<file path="config.mk">
export PLATFORM = sky130hd
export DESIGN_NAME = anti_replay_window_top_flat
export DESIGN_NICKNAME = d
export VERILOG_FILES = /design/src/hw/rtl/arw_pkg.sv /design/src/hw/rtl/arw_req_if.sv /design/src/hw/rtl/arw_rsp_if.sv /design/src/hw/rtl/arw_csr_if.sv /design/src/hw/rtl/anti_replay_window_top.sv /design/src/flat_wrapper.sv
export SDC_FILE = /design/constraint.sdc
export NUM_CORES = 1
export LEC_CHECK = 0
export ABC_AREA = 1
export BUFFER_PORTS_ARGS = -buffer_cell sky130_fd_sc_hd__buf_4
export CORE_MARGIN = 2
export CORE_UTILIZATION = 57
export DETAILED_ROUTE_END_ITERATION = 8
export PLACE_DENSITY = 0.76
export SYNTH_ARGS = -nofsm -noshare
export SYNTH_HDL_FRONTEND = slang
export SYNTH_SLANG_ARGS = --single-unit
</file>
<file path="constraint.sdc">
create_clock -name clock -period 11.1 [get_ports clock]
set_clock_uncertainty 0.15 [all_clocks]
set_input_delay 3.33 -clock clock [delete_from_list [all_inputs] [get_ports clock]]
set_output_delay 3.33 -clock clock [all_outputs]
set_load 0.02 [all_outputs]
</file>
<file path="src/hw/rtl/arw_pkg.sv">
package arw_pkg;

   localparam int SEQ_W      = 32;
   localparam int WIN_W      = 6;
   localparam int VERDICT_W  = 3;
   localparam int BYTE_W     = 8;
   localparam int BLK_W      = SEQ_W - 3;

   localparam logic [WIN_W-1:0]  WIN_RESET = 6'd32;
   localparam logic [BYTE_W-1:0] BYTE_ONES = 8'hFF;

   typedef enum logic [VERDICT_W-1:0] {
      V_IN_ORDER    = 3'd0,
      V_LATE_FILLED = 3'd1,
      V_GAP         = 3'd2,
      V_JUMP        = 3'd3,
      V_TOO_OLD     = 3'd4,
      V_REPLAY      = 3'd5
   } arw_verdict_type;

endpackage

</file>
<file path="src/hw/rtl/arw_req_if.sv">
interface arw_req_if;
   import arw_pkg::*;

   logic             valid;
   logic             ready;
   logic [SEQ_W-1:0] seq_number;

   modport source (output valid, output seq_number, input ready);
   modport sink   (input valid, input seq_number, output ready);
endinterface

</file>
<file path="src/hw/rtl/arw_rsp_if.sv">
interface arw_rsp_if;
   import arw_pkg::*;

   logic                 valid;
   logic                 ready;
   logic                 accepted;
   logic [VERDICT_W-1:0] verdict;
   logic [SEQ_W-1:0]     lost_count;
   logic [SEQ_W-1:0]     received_total;

   modport source (output valid, output accepted, output verdict, output lost_count,
                   output received_total, input ready);
   modport sink   (input valid, input accepted, input verdict, input lost_count,
                   input received_total, output ready);
endinterface

</file>
<file path="src/hw/rtl/arw_csr_if.sv">
interface arw_csr_if;
   import arw_pkg::*;

   logic             valid;
   logic             ready;
   logic [WIN_W-1:0] window_bytes;

   modport source (output valid, output window_bytes, input ready);
   modport sink   (input valid, input window_bytes, output ready);
endinterface

</file>
<file path="src/hw/rtl/anti_replay_window_top.sv">
// Anti-replay filter: one transaction per sequence number, one response each. The late
// bitmap sits in a single-port-write / single-port-read RAM of MAX_WINDOW_BYTES bytes with
// per-byte valid flops, so reset is immediate and there is no clearing pass. Per item: the
// transaction is taken, then the byte index (seq/8 mod window) is found by a shared
// remainder unit at 4 bits per cycle, overlapped with classification. After that the RAM
// work: in-order and late packets do one read-modify-write, a forward gap walks back one
// byte per cycle, a far jump rewrites the window at one byte per cycle. The FINISH state
// then loads the response register, waiting while the last response is still pending. A
// zero window or a too-old packet skips the remainder and the RAM work. A new transaction
// is taken while the last response still waits on rsp_ch. window_bytes above
// MAX_WINDOW_BYTES saturates; write it only while idle.
module anti_replay_window_top #(
   parameter int MAX_WINDOW_BYTES = 32
) (
   input  logic          clock,
   input  logic          reset,
   arw_req_if.sink       req_ch,
   arw_rsp_if.source     rsp_ch,
   arw_csr_if.sink       csr_ch
);
   import arw_pkg::*;

   localparam int AW        = (MAX_WINDOW_BYTES > 1) ? $clog2(MAX_WINDOW_BYTES) : 1;
   localparam int MOD_STEPS = 8;
   localparam int MCNT_W    = $clog2(MOD_STEPS);

   typedef enum logic [5:0] {
      ST_IDLE   = 6'b000001,
      ST_CALC   = 6'b000010,
      ST_MOD    = 6'b000100,
      ST_FILL   = 6'b001000,
      ST_WALK   = 6'b010000,
      ST_FINISH = 6'b100000
   } arw_state_type;

   arw_state_type         state_ff, state_in;
   logic [WIN_W-1:0]      window_bytes_ff, window_bytes_in;
   logic [SEQ_W-1:0]      exp_ff, exp_in;
   logic [SEQ_W-1:0]      cnt_ff, cnt_in;

   logic [SEQ_W-1:0]      seq_ff, seq_in;
   logic [SEQ_W-1:0]      seq_inc_ff, seq_inc_in;
   logic [SEQ_W-1:0]      diff_ff, diff_in;
   logic [SEQ_W-1:0]      exp_plus_ff, exp_plus_in;
   logic [SEQ_W-1:0]      exp_minus_ff, exp_minus_in;
   logic                  ge_ff, ge_in;
   logic [WIN_W-1:0]      w_ff, w_in;
   arw_verdict_type       verdict_ff, verdict_in;
   logic                  accept_ff, accept_in;

   // remainder unit
   logic [SEQ_W-1:0]      div_ff, div_in;
   logic [WIN_W-1:0]      rem_ff, rem_in;
   logic [MCNT_W-1:0]     mcnt_ff, mcnt_in;
   logic [WIN_W-1:0]      rem_step;

   // walk issue side
   logic                  cur_act_ff, cur_act_in;
   logic [WIN_W-1:0]      cur_idx_ff, cur_idx_in;
   logic [BLK_W-1:0]      cur_blk_ff, cur_blk_in;
   logic [BLK_W-1:0]      stop_blk_ff, stop_blk_in;
   logic [WIN_W-1:0]      fill_idx_ff, fill_idx_in;

   // walk consume side
   logic                  p1_vld_ff, p1_vld_in;
   logic [WIN_W-1:0]      p1_idx_ff, p1_idx_in;
   logic [BYTE_W-1:0]     p1_set_ff, p1_set_in;
   logic [BYTE_W-1:0]     p1_clr_ff, p1_clr_in;
   logic                  p1_last_ff, p1_last_in;

   // write forwarding
   logic                  fwd_vld_ff, fwd_vld_in;
   logic [WIN_W-1:0]      fwd_idx_ff, fwd_idx_in;
   logic [BYTE_W-1:0]     fwd_data_ff, fwd_data_in;

   // response register
   logic                  rsp_valid_ff, rsp_valid_in;
   logic                  rsp_accepted_ff, rsp_accepted_in;
   logic [VERDICT_W-1:0]  rsp_verdict_ff, rsp_verdict_in;
   logic [SEQ_W-1:0]      rsp_lost_ff, rsp_lost_in;
   logic [SEQ_W-1:0]      rsp_total_ff, rsp_total_in;

   // memory
   logic [BYTE_W-1:0]         late_mem [MAX_WINDOW_BYTES];
   logic [MAX_WINDOW_BYTES-1:0] late_vld_ff;
   logic [BYTE_W-1:0]         mem_rd_data_ff;
   logic                      mem_rd_valid_ff;
   logic                      rd_en, wr_en;
   logic [WIN_W-1:0]          rd_idx, wr_idx;
   logic [BYTE_W-1:0]         wr_data;

   logic [WIN_W-1:0]      w_eff;
   logic [SEQ_W-1:0]      span_eff, span_ff;
   logic [BYTE_W-1:0]     seq_bit;
   logic [BYTE_W-1:0]     lo_mask, hi_mask, base, new_byte;
   logic                  is_top, is_bot;
   logic [SEQ_W-1:0]      exp_next, cnt_next;

   assign w_eff    = ({{(SEQ_W-WIN_W){1'b0}}, window_bytes_ff} > SEQ_W'(MAX_WINDOW_BYTES))
                   ? WIN_W'(MAX_WINDOW_BYTES) : window_bytes_ff;
   assign span_eff = {{(SEQ_W-WIN_W-3){1'b0}}, w_eff, 3'b000};
   assign span_ff  = {{(SEQ_W-WIN_W-3){1'b0}}, w_ff, 3'b000};
   assign seq_bit  = BYTE_W'(1) << seq_ff[2:0];

   assign req_ch.ready           = (state_ff == ST_IDLE);
   assign csr_ch.ready           = 1'b1;
   assign rsp_ch.valid           = rsp_valid_ff;
   assign rsp_ch.accepted        = rsp_accepted_ff;
   assign rsp_ch.verdict         = rsp_verdict_ff;
   assign rsp_ch.lost_count      = rsp_lost_ff;
   assign rsp_ch.received_total  = rsp_total_ff;

   // four restoring steps of (seq/8) mod w per cycle, remainder stays below w
   always_comb begin
      logic [WIN_W:0]   t;
      logic [WIN_W-1:0] r;
      r = rem_ff;
      for (int k = 0; k < 4; k++) begin
         t = {r, div_ff[SEQ_W-1-k]};
         if (t >= {1'b0, w_ff}) begin
            t = t - {1'b0, w_ff};
         end
         r = t[WIN_W-1:0];
      end
      rem_step = r;
   end

   // masks for the block being issued in a walk
   always_comb begin
      is_top  = (cur_blk_ff == seq_ff[SEQ_W-1:3]);
      is_bot  = (cur_blk_ff == exp_ff[SEQ_W-1:3]);
      lo_mask = is_bot ? (BYTE_ONES << exp_ff[2:0]) : BYTE_ONES;
      hi_mask = is_top ? (seq_bit - BYTE_W'(1)) : BYTE_ONES;
   end

   always_comb begin
      base = (fwd_vld_ff && (fwd_idx_ff == p1_idx_ff)) ? fwd_data_ff
           : (mem_rd_valid_ff ? mem_rd_data_ff : '0);
      new_byte = (base | p1_set_ff) & ~p1_clr_ff;
      exp_next = ge_ff ? seq_inc_ff : exp_ff;
      cnt_next = (exp_next == '0) ? '0 : cnt_ff + SEQ_W'(1);
   end

   always_comb begin
      state_in        = state_ff;
      window_bytes_in = window_bytes_ff;
      exp_in          = exp_ff;
      cnt_in          = cnt_ff;
      seq_in          = seq_ff;
      seq_inc_in      = seq_inc_ff;
      diff_in         = diff_ff;
      exp_plus_in     = exp_plus_ff;
      exp_minus_in    = exp_minus_ff;
      ge_in           = ge_ff;
      w_in            = w_ff;
      verdict_in      = verdict_ff;
      accept_in       = accept_ff;
      div_in          = div_ff;
      rem_in          = rem_ff;
      mcnt_in         = mcnt_ff;
      cur_act_in      = cur_act_ff;
      cur_idx_in      = cur_idx_ff;
      cur_blk_in      = cur_blk_ff;
      stop_blk_in     = stop_blk_ff;
      fill_idx_in     = fill_idx_ff;
      p1_vld_in       = 1'b0;
      p1_idx_in       = p1_idx_ff;
      p1_set_in       = p1_set_ff;
      p1_clr_in       = p1_clr_ff;
      p1_last_in      = p1_last_ff;
      rsp_valid_in    = rsp_valid_ff && !rsp_ch.ready;
      rsp_accepted_in = rsp_accepted_ff;
      rsp_verdict_in  = rsp_verdict_ff;
      rsp_lost_in     = rsp_lost_ff;
      rsp_total_in    = rsp_total_ff;
      rd_en           = 1'b0;
      rd_idx          = cur_idx_ff;
      wr_en           = 1'b0;
      wr_idx          = p1_idx_ff;
      wr_data         = new_byte;

      if (csr_ch.valid) begin
         window_bytes_in = csr_ch.window_bytes;
      end

      case (state_ff)
         ST_IDLE: begin
            if (req_ch.valid) begin
               seq_in       = req_ch.seq_number;
               seq_inc_in   = req_ch.seq_number + SEQ_W'(1);
               diff_in      = req_ch.seq_number - exp_ff;
               exp_plus_in  = exp_ff + span_eff;
               exp_minus_in = exp_ff - span_eff;
               ge_in        = (req_ch.seq_number >= exp_ff);
               w_in         = w_eff;
               div_in       = {3'b000, req_ch.seq_number[SEQ_W-1:3]};
               rem_in       = '0;
               mcnt_in      = '0;
               state_in     = ST_CALC;
            end
         end
         ST_CALC: begin
            div_in    = div_ff << 4;
            rem_in    = rem_step;
            mcnt_in   = mcnt_ff + MCNT_W'(1);
            accept_in = 1'b1;
            state_in  = ST_MOD;
            if (w_ff == '0) begin
               verdict_in = V_IN_ORDER;
               state_in   = ST_FINISH;
            end else if (diff_ff == '0) begin
               verdict_in = V_IN_ORDER;
            end else if (seq_ff >= exp_plus_ff) begin
               verdict_in = V_JUMP;
            end else if (!ge_ff) begin
               if (exp_ff >= span_ff && seq_ff < exp_minus_ff) begin
                  verdict_in = V_TOO_OLD;
                  accept_in  = 1'b0;
                  state_in   = ST_FINISH;
               end else begin
                  verdict_in = V_LATE_FILLED;
               end
            end else begin
               verdict_in = V_GAP;
            end
         end
         ST_MOD: begin
            div_in  = div_ff << 4;
            rem_in  = rem_step;
            mcnt_in = mcnt_ff + MCNT_W'(1);
            if (mcnt_ff == MCNT_W'(MOD_STEPS - 1)) begin
               cur_idx_in  = rem_step;
               cur_blk_in  = seq_ff[SEQ_W-1:3];
               stop_blk_in = (verdict_ff == V_GAP) ? exp_ff[SEQ_W-1:3] : seq_ff[SEQ_W-1:3];
               cur_act_in  = 1'b1;
               fill_idx_in = '0;
               state_in    = (verdict_ff == V_JUMP) ? ST_FILL : ST_WALK;
            end
         end
         ST_FILL: begin
            wr_en       = 1'b1;
            wr_idx      = fill_idx_ff;
            wr_data     = (fill_idx_ff == rem_ff) ? ~seq_bit : BYTE_ONES;
            fill_idx_in = fill_idx_ff + WIN_W'(1);
            cur_act_in  = 1'b0;
            if (fill_idx_ff == w_ff - WIN_W'(1)) begin
               state_in = ST_FINISH;
            end
         end
         ST_WALK: begin
            // walk backward from the packet's byte; a write from the previous cycle is forwarded
            if (cur_act_ff) begin
               rd_en      = 1'b1;
               p1_vld_in  = 1'b1;
               p1_idx_in  = cur_idx_ff;
               p1_set_in  = (verdict_ff == V_GAP) ? (lo_mask & hi_mask) : '0;
               p1_clr_in  = is_top ? seq_bit : '0;
               p1_last_in = (cur_blk_ff == stop_blk_ff);
               cur_act_in = (cur_blk_ff != stop_blk_ff);
               cur_blk_in = cur_blk_ff - BLK_W'(1);
               cur_idx_in = (cur_idx_ff == '0) ? w_ff - WIN_W'(1) : cur_idx_ff - WIN_W'(1);
            end
            if (p1_vld_ff) begin
               if (verdict_ff == V_LATE_FILLED && (base & p1_clr_ff) == '0) begin
                  verdict_in = V_REPLAY;
                  accept_in  = 1'b0;
                  state_in   = ST_FINISH;
               end else begin
                  wr_en = 1'b1;
                  if (p1_last_ff) begin
                     state_in = ST_FINISH;
                  end
               end
            end
         end
         ST_FINISH: begin
            if (!rsp_valid_ff || rsp_ch.ready) begin
               rsp_valid_in    = 1'b1;
               rsp_accepted_in = accept_ff;
               rsp_verdict_in  = verdict_ff;
               rsp_lost_in     = (verdict_ff == V_JUMP) ? diff_ff : '0;
               rsp_total_in    = accept_ff ? cnt_next : cnt_ff;
               if (accept_ff) begin
                  exp_in = exp_next;
                  cnt_in = cnt_next;
               end
               state_in = ST_IDLE;
            end
         end
         default: begin
            state_in = ST_IDLE;
         end
      endcase

      fwd_vld_in  = wr_en;
      fwd_idx_in  = wr_idx;
      fwd_data_in = wr_data;
   end

   always_ff @(posedge clock) begin
      if (reset) begin
         state_ff        <= ST_IDLE;
         window_bytes_ff <= WIN_RESET;
         exp_ff          <= '0;
         cnt_ff          <= '0;
         cur_act_ff      <= 1'b0;
         p1_vld_ff       <= 1'b0;
         fwd_vld_ff      <= 1'b0;
         rsp_valid_ff    <= 1'b0;
      end else begin
         state_ff        <= state_in;
         window_bytes_ff <= window_bytes_in;
         exp_ff          <= exp_in;
         cnt_ff          <= cnt_in;
         cur_act_ff      <= cur_act_in;
         p1_vld_ff       <= p1_vld_in;
         fwd_vld_ff      <= fwd_vld_in;
         rsp_valid_ff    <= rsp_valid_in;
      end
   end

   always_ff @(posedge clock) begin
      seq_ff          <= seq_in;
      seq_inc_ff      <= seq_inc_in;
      diff_ff         <= diff_in;
      exp_plus_ff     <= exp_plus_in;
      exp_minus_ff    <= exp_minus_in;
      ge_ff           <= ge_in;
      w_ff            <= w_in;
      verdict_ff      <= verdict_in;
      accept_ff       <= accept_in;
      div_ff          <= div_in;
      rem_ff          <= rem_in;
      mcnt_ff         <= mcnt_in;
      cur_idx_ff      <= cur_idx_in;
      cur_blk_ff      <= cur_blk_in;
      stop_blk_ff     <= stop_blk_in;
      fill_idx_ff     <= fill_idx_in;
      p1_idx_ff       <= p1_idx_in;
      p1_set_ff       <= p1_set_in;
      p1_clr_ff       <= p1_clr_in;
      p1_last_ff      <= p1_last_in;
      fwd_idx_ff      <= fwd_idx_in;
      fwd_data_ff     <= fwd_data_in;
      rsp_accepted_ff <= rsp_accepted_in;
      rsp_verdict_ff  <= rsp_verdict_in;
      rsp_lost_ff     <= rsp_lost_in;
      rsp_total_ff    <= rsp_total_in;
   end

   // late bitmap RAM, registered read
   always_ff @(posedge clock) begin
      if (wr_en) begin
         late_mem[AW'(wr_idx)] <= wr_data;
      end
      if (rd_en) begin
         mem_rd_data_ff  <= late_mem[AW'(rd_idx)];
         mem_rd_valid_ff <= late_vld_ff[AW'(rd_idx)];
      end
   end

   // an entry never written reads as zero
   always_ff @(posedge clock) begin
      if (reset) begin
         late_vld_ff <= '0;
      end else if (wr_en) begin
         late_vld_ff[AW'(wr_idx)] <= 1'b1;
      end
   end

endmodule

</file>
<file path="src/flat_wrapper.sv">
// flat-port wrapper written by rule: the top's interface ports become plain ports
module anti_replay_window_top_flat import arw_pkg::*;
#(
   parameter int MAX_WINDOW_BYTES = 32
)
  (clock, reset, req_ch_valid, req_ch_seq_number, req_ch_ready, rsp_ch_valid, rsp_ch_accepted, rsp_ch_verdict, rsp_ch_lost_count, rsp_ch_received_total, rsp_ch_ready, csr_ch_valid, csr_ch_window_bytes, csr_ch_ready);
  arw_req_if req_ch_i ();
  arw_rsp_if rsp_ch_i ();
  arw_csr_if csr_ch_i ();
  input  logic clock;
  input  logic reset;
  input wire logic [$bits(req_ch_i.valid)-1:0] req_ch_valid;
  input wire logic [$bits(req_ch_i.seq_number)-1:0] req_ch_seq_number;
  output wire logic [$bits(req_ch_i.ready)-1:0] req_ch_ready;
  output wire logic [$bits(rsp_ch_i.valid)-1:0] rsp_ch_valid;
  output wire logic [$bits(rsp_ch_i.accepted)-1:0] rsp_ch_accepted;
  output wire logic [$bits(rsp_ch_i.verdict)-1:0] rsp_ch_verdict;
  output wire logic [$bits(rsp_ch_i.lost_count)-1:0] rsp_ch_lost_count;
  output wire logic [$bits(rsp_ch_i.received_total)-1:0] rsp_ch_received_total;
  input wire logic [$bits(rsp_ch_i.ready)-1:0] rsp_ch_ready;
  input wire logic [$bits(csr_ch_i.valid)-1:0] csr_ch_valid;
  input wire logic [$bits(csr_ch_i.window_bytes)-1:0] csr_ch_window_bytes;
  output wire logic [$bits(csr_ch_i.ready)-1:0] csr_ch_ready;
  assign req_ch_i.valid = req_ch_valid;
  assign req_ch_i.seq_number = req_ch_seq_number;
  assign req_ch_ready = req_ch_i.ready;
  assign rsp_ch_valid = rsp_ch_i.valid;
  assign rsp_ch_accepted = rsp_ch_i.accepted;
  assign rsp_ch_verdict = rsp_ch_i.verdict;
  assign rsp_ch_lost_count = rsp_ch_i.lost_count;
  assign rsp_ch_received_total = rsp_ch_i.received_total;
  assign rsp_ch_i.ready = rsp_ch_ready;
  assign csr_ch_i.valid = csr_ch_valid;
  assign csr_ch_i.window_bytes = csr_ch_window_bytes;
  assign csr_ch_ready = csr_ch_i.ready;
  anti_replay_window_top #(.MAX_WINDOW_BYTES(MAX_WINDOW_BYTES)) u_core (.clock(clock), .reset(reset), .req_ch(req_ch_i), .rsp_ch(rsp_ch_i), .csr_ch(csr_ch_i));
endmodule
</file>
======== After elaboration in Yosys (flattened, before gate mapping) ========
Memory sizes are Yosys's and may differ from the RTL's. A register that Yosys moved wholly into a read port is not among the register bits.
Cells that the tools add are included.
storage, ports and cells
  bits in registers ....................... 500
  memory bits (writable) .................. 256
  bits of input ports ..................... 43
  output and inout port bits .............. 71
  word-level logic and storage cells ...... 205
  memories ................................ 1
memory list
  memory           words  bits a word  read ports  clocked after Yosys merged registers in  write ports  RTL line                      RTL
  u_core.late_mem  32     8            1           1                                        1            anti_replay_window_top.sv:84  logic [BYTE_W-1:0] late_mem [MAX_WINDOW_BYTES];
operators by class
  add/sub/neg operators ................... 15
  order comparisons ....................... 12
  eq/ne operators ......................... 25
  shift-type cells ........................ 2
  multiplexer cells ....................... 77
  bitwise gates (word level) .............. 7
  reduce and logical (&&, ||, !) cells .... 30
operator list
  operator                                                              count
  6-bit two-way mux                                                     23
  32-bit two-way mux                                                    4
  29-bit equality test                                                  3
  29-bit two-way mux                                                    3
  32-bit by 1-bit adder with 32-bit output, second input constant       2
  32-bit >= comparator                                                  2
  32-bit logical NOT                                                    2
  32-bit one-hot mux with 2 select lines                                1
  29-bit one-hot mux with 2 select lines                                1
  8-bit two-way mux                                                     6
  6-bit one-hot mux with 2 select lines                                 3
  6-bit one-hot mux with 6 select lines                                 1
  32-bit by 9-bit adder with 32-bit output                              1
  32-bit by 9-bit >= comparator with 1-bit output                       1
  32-bit < comparator                                                   1
  32-bit bitwise OR                                                     1
  32-bit subtractor                                                     1
  32-bit by 9-bit subtractor with 32-bit output                         1
  29-bit != test                                                        1
  29-bit by 1-bit subtractor with 29-bit output, second input constant  1
  7-bit by 6-bit >= comparator with 1-bit output                        4
  8-bit AND                                                             3
  3-bit two-way mux                                                     8
  6-bit subtractor                                                      4
  42 further kinds                                                      90

======== Longest topological paths before layout ========
  depth in word-level cells ............... 11
  depth in mapped cells ................... 45
  gate-level depth less buffers ........... 44

======== Worst setup path after synthesis ========
OpenSTA, ideal clock, no wires.
  path type ............................... input -> register
  from .................................... input port req_ch_valid
  to ...................................... register u_core.diff_ff[0], enable pin
  library setup time ...................... 689 ps
  arrival time ............................ 10090 ps
  required time ........................... 10261 ps
  setup slack ............................. 171 ps
  cell stages on the path ................. 2
  path buffers ............................ 0
  cell sequence ........................... inv_1 -> nor2_1
on the way
  word-level cells in the longest chain between the ends .. 1
ends and longest elaborated chain
  element                               RTL line                       RTL
  from (decl)                           flat_wrapper.sv:12             input wire logic [$bits(req_ch_i.valid)-1:0] req_ch_valid;
  2-bit AND reduction (no source line)  --
  to (signal assigned)                  anti_replay_window_top.sv:325  diff_ff <= diff_in;
  to (decl)                             anti_replay_window_top.sv:43   logic [SEQ_W-1:0] diff_ff, diff_in;
No other way between the ends.
A chain may end at the register's enable or synchronous reset.

======== Worst setup path in the final report ========
  from .................................... register u_core.w_ff[1]
  to ...................................... register u_core.cur_idx_ff[2], data pin
on the way
  word-level cells in the longest chain between the ends .. 10
  elaborated cells between the ends (all ways) .. 17
  classes of those cells .................. add/sub (5); order compare (4); mux (8)
ends and longest elaborated chain
  element                                                                             RTL line                                                      RTL
  from (decl)                                                                         anti_replay_window_top.sv:47                                  logic [WIN_W-1:0] w_ff, w_in;
  from (signal assigned)                                                              anti_replay_window_top.sv:329                                 w_ff <= w_in;
  6-bit subtractor or 7-bit by 6-bit >= comparator with 1-bit output (tied branches)  anti_replay_window_top.sv:121, anti_replay_window_top.sv:120
  6-bit two-way mux                                                                   anti_replay_window_top.sv:120                                 if (t >= {1'b0, w_ff}) begin
  6-bit subtractor or 7-bit by 6-bit >= comparator with 1-bit output (tied branches)  anti_replay_window_top.sv:121, anti_replay_window_top.sv:120
  6-bit two-way mux                                                                   anti_replay_window_top.sv:120
  7-bit by 6-bit >= comparator with 1-bit output or 6-bit subtractor (tied branches)  anti_replay_window_top.sv:120, anti_replay_window_top.sv:121
  6-bit two-way mux                                                                   anti_replay_window_top.sv:120
  6-bit subtractor or 7-bit by 6-bit >= comparator with 1-bit output (tied branches)  anti_replay_window_top.sv:121, anti_replay_window_top.sv:120
  6-bit two-way mux                                                                   anti_replay_window_top.sv:120
  6-bit two-way mux                                                                   anti_replay_window_top.sv:231                                 if (mcnt_ff == MCNT_W'(MOD_STEPS - 1)) begin
  6-bit one-hot mux with 2 select lines *                                             anti_replay_window_top.sv:186                                 case (state_ff)
  via u_core.cur_idx_in[2]                                                            anti_replay_window_top.sv:59                                  logic [WIN_W-1:0] cur_idx_ff, cur_idx_in;
  to (signal assigned)                                                                anti_replay_window_top.sv:335                                 cur_idx_ff <= cur_idx_in;
  to (decl)                                                                           anti_replay_window_top.sv:59
The timed path passes the listed nets; every way through them passes the cells marked *. The select of a mux whose other input is x is not followed.

==> summary.md <==
| Metric | Value |
|---|---|
| Outcome | `completed` |
| Root buf cell | `clkbuf_16` |
| CTS tree | `yes` |
| CTS resizes | `0` |
| Clock Tree Buf Depth | `3` |
| Final #Nets | `~4500` |
| Slowest-stage cell, CP | `edfxtp_1` |
| Largest net degree at the start of global routing | `approximately 160` |
| Yosys reg bits | `760` |
| CTS buffer count | `80` |
| Distinct cells, synth | `60` |
| Post-Synth Adder-Cell Area | `about 4.9%` |
| Synth Flop Type | `edfxtp_1` |
| DR vias/cell | `5.88` |
| Initial Util | `between 50% and 60%` |
| Initial antenna violation count | `1` |
| Die Ht | `about 270 um` |
| H-Tree Depth | `3` |
| Layout area overhead | `11.1%` |
| Tmin final | `about 7.4 ns` |
| Slew @ Worst Pin | `around 1.2 ns` |
| Post-route ant nets | `0` |
| CP Max Fanout | `11` |
| Vias | `30700` |
| Max Cap Viol | `0` |
| Global Route Usage Sum | `~28%` |
| Diode count | `0` |
| Data required time at the worst endpoint | `approximately 11 ns` |
| Final Hold Fails | `0` |
| VDD IR max | `0.000743 V` |
| Die area | `71200 um^2` |
| Number of global-route vias before repair | `between 20000 and 30000` |
| Drt total wl | `around 100000 um` |
| Met2 Usage GRT | `about 45%` |
| Global route overflow | `0` |
| Most frequent cells in the layout | `nand2_1, edfxtp_1, nor2_1, inv_1, o21ai_0` |
| # fillers | `5439` |
| Commonest non-fill, non-tap cell in the layout | `nand2_1` |
| Number of synthesized flops with an enable pin | `around 630` |
| Yosys Warn Count | `0` |
| RSZ-0062 raised after global routing | `false` |
| Post-Syn Nets | `around 4400` |
| Later-pin clock latency in the skew report | `0.65 ns` |
| Area of the core | `just under 70000 um^2` |
| GR Layer Usage met1 | `a little under 40%` |
| Max-slew violation count | `0` |
| Gr busiest metal | `met2` |
| Post-Synth XOR/XNOR Area | `under 10%` |
| Leak pwr | `roughly 17 nW` |
| Period utilization | `between 60% and 70%` |
| IO Port Bufs | `112` |
| CP dominant cell by count | `nand2_1` |
| Row cnt | `96` |
| Starting DRT DRC Count | `between 3000 and 4000` |
| First-pass GRT wire length | `roughly 160000 um` |
| Main combinational cell family by area after synthesis | `simple AND/OR/NAND/NOR gates` |
| Setup crit end kind | `flop` |
| DRC violations left | `0` |
| CP peak stage delay | `approximately 0.49 ns` |
| Grt met3 use | `between 4 and 5%` |
| Post-Syn Instances | `~4200` |
| Final setup violation count | `0` |
| Die Wd | `around 270 um` |
| Synthesized area | `39400 um^2` |
| Setup total negative slack | `0 ns` |
| Startpoint types | `flop` |
| GPL Wtd Cong | `0.934` |
| Seq/Total Area, Yosys | `~55%` |
| Cts hold-fix bufs | `0` |
| Kind of critical path | `flop to flop` |
| Final Hold Slack | `0.316 ns` |
| Clock Sinks | `760` |
| Achievable Freq | `135 MHz` |
| Worst EP arrival | `7.67 ns` |
| Simple-gate share of the synthesized area | `around 17%` |
| Clock Pin Slew Worst Setup and Hold Paths | `~0.060 ns` |
| Routed len/inst | `between 15 and 20 um` |
| Postcts setup bufs | `0` |
| Slew margin rel. | `17.8%` |
| Ys async rst share | `0%` |
| Layout cells sized above 1 | `between 7 and 8%` |
| Io pins | `around 110` |
| Post-synthesis compound-gate area fraction | `11.2%` |
| PwrDens | `around 250 nW/um^2` |
| Worst Hold Class | `flop to flop` |
| DP HPWL | `~70000 um` |
| Drt pass-1 iters | `6` |
| Mux share of post-synthesis cell area | `0.0254%` |
| Syn Area/Cell | `9.32 um^2` |
==> Yosys cell counts, types with 5 or more instances <==
library cell  number  share of area, %
nand2_1          667               6.4
edfxtp_1         634                48
nor2_1           524               5.0
inv_1            483               4.6
o21ai_0          414               5.3
a21oi_1          224               2.8
nand3_1          164               2.1
xor2_1           159               3.5
ha_1             144               4.6
clkbuf_1         139               1.3
dfxtp_1          126               6.4
nand4_1           75               1.2
xnor2_1           73               1.6
nor3_1            65              0.83
o22ai_1           63               1.0
nor4_1            35              0.56
o21ai_1           28              0.36
buf_2             23              0.29
o221ai_1          18              0.40
buf_1             11              0.10
inv_2             11              0.10
o21a_1            11              0.21
or2_2             11              0.17
clkinv_1           9             0.086
o211ai_1           9              0.17
o21bai_1           9              0.17
nor3_2             8              0.20
fa_1               7              0.36
nand3b_1           7              0.13
o31ai_1            7              0.13
a31oi_1            5             0.079
buf_6              5              0.14
nand2_2            5             0.079
nor2_2             5             0.079
==> worst max-delay path: cells and delay by family, from the launching register on <==
kind            cells  cell delay (ns)
compound gates     11             2.48
fa+ha+maj           4             1.37
buf+inv             5             0.62
flops               1             0.49
simple gates       17             2.04
==> layout make-up <==
type / instances / area (um^2) / area share, %
flip-flops and latches: 760 / 21600 / 49.3
multi-input cells: 2786 / 15300 / 35.0
clock buffers: 100 / 2110 / 4.82
inverters: 503 / 1890 / 4.32
well taps: 882 / 1100 / 2.52
repair buffers: 142 / 1080 / 2.47
clock inverters: 48 / 678 / 1.55
==> where the power goes <==
part / internal [mW] / switching [mW] / leakage, nW
clock network: 1.65 / 1.18 / 1.34
registers: 3.66 / 0.194 / 6.83
logic: 1.49 / 2.86 / 9.15
total: 6.81 / 4.24 / 17.3
==> metal layers <==
layer	up-vias	part of all wire [%]	wire length, um
li1	14500	-	-
met1	14400	42	42400
met2	1526	46	46400
met3	245	8.9	9030
met4	0	3.8	3900
met5	-	0	0
==> logic make-up after synthesis <==
family	after synthesis
AND/OR/NAND/NOR	1586
AO/OA/AOI/OAI	815
flip-flops	760
buffers and inverters	682
XOR/XNOR	232
adder cells (fa/ha/maj)	151
other	1
multiplexers	1
==> stage by stage <==
stage / utilization (%) / power, mW / setup slack (ns) / cell area [um^2] / cells
after CTS: 63.9 / 11.0 / 3.70 / 43800 / 5221
after detailed placement: 59.8 / 8.21 / 3.74 / 41000 / 5073
final: 63.9 / 11.0 / 3.67 / 43800 / 5221
after global routing: 63.9 / 11.8 / 2.88 / 43800 / 5221
after global placement: 59.8 / 8.15 / 3.72 / 41000 / 5073
after floorplan: - / 7.23 / 0.171 / 39400 / 4228
==> path summary, 6_finish.rpt <==
kind,startpoint,end,slack (ns),depth (start not counted)
hold reg to reg,u_core.late_vld_ff[1]$_SDFFE_PP0P_,u_core.late_vld_ff[1]$_SDFFE_PP0P_,0.32,2
hold / removal,u_core.late_vld_ff[1]$_SDFFE_PP0P_,u_core.late_vld_ff[1]$_SDFFE_PP0P_,0.32,2
setup reg to reg,u_core.w_ff[1]$_DFFE_PP_,u_core.cur_idx_ff[2]$_DFFE_PP_,3.67,37
setup / recovery,u_core.w_ff[1]$_DFFE_PP_,u_core.cur_idx_ff[2]$_DFFE_PP_,3.67,37
==> state kept, by name, summed over array words and instances (netlist names), 32 cells and up <==
register,flops
u_core.div_ff,32
u_core.exp_minus_ff,32
u_core.late_vld_ff,32
u_core.seq_ff,32
u_core.diff_ff,32
u_core.rsp_ch.received_total,32
u_core.exp_ff,32
u_core.rsp_ch.lost_count,32
u_core.cnt_ff,32
u_core.seq_inc_ff,32
u_core.late_mem,256
Power figures use the tool's default switching activity.
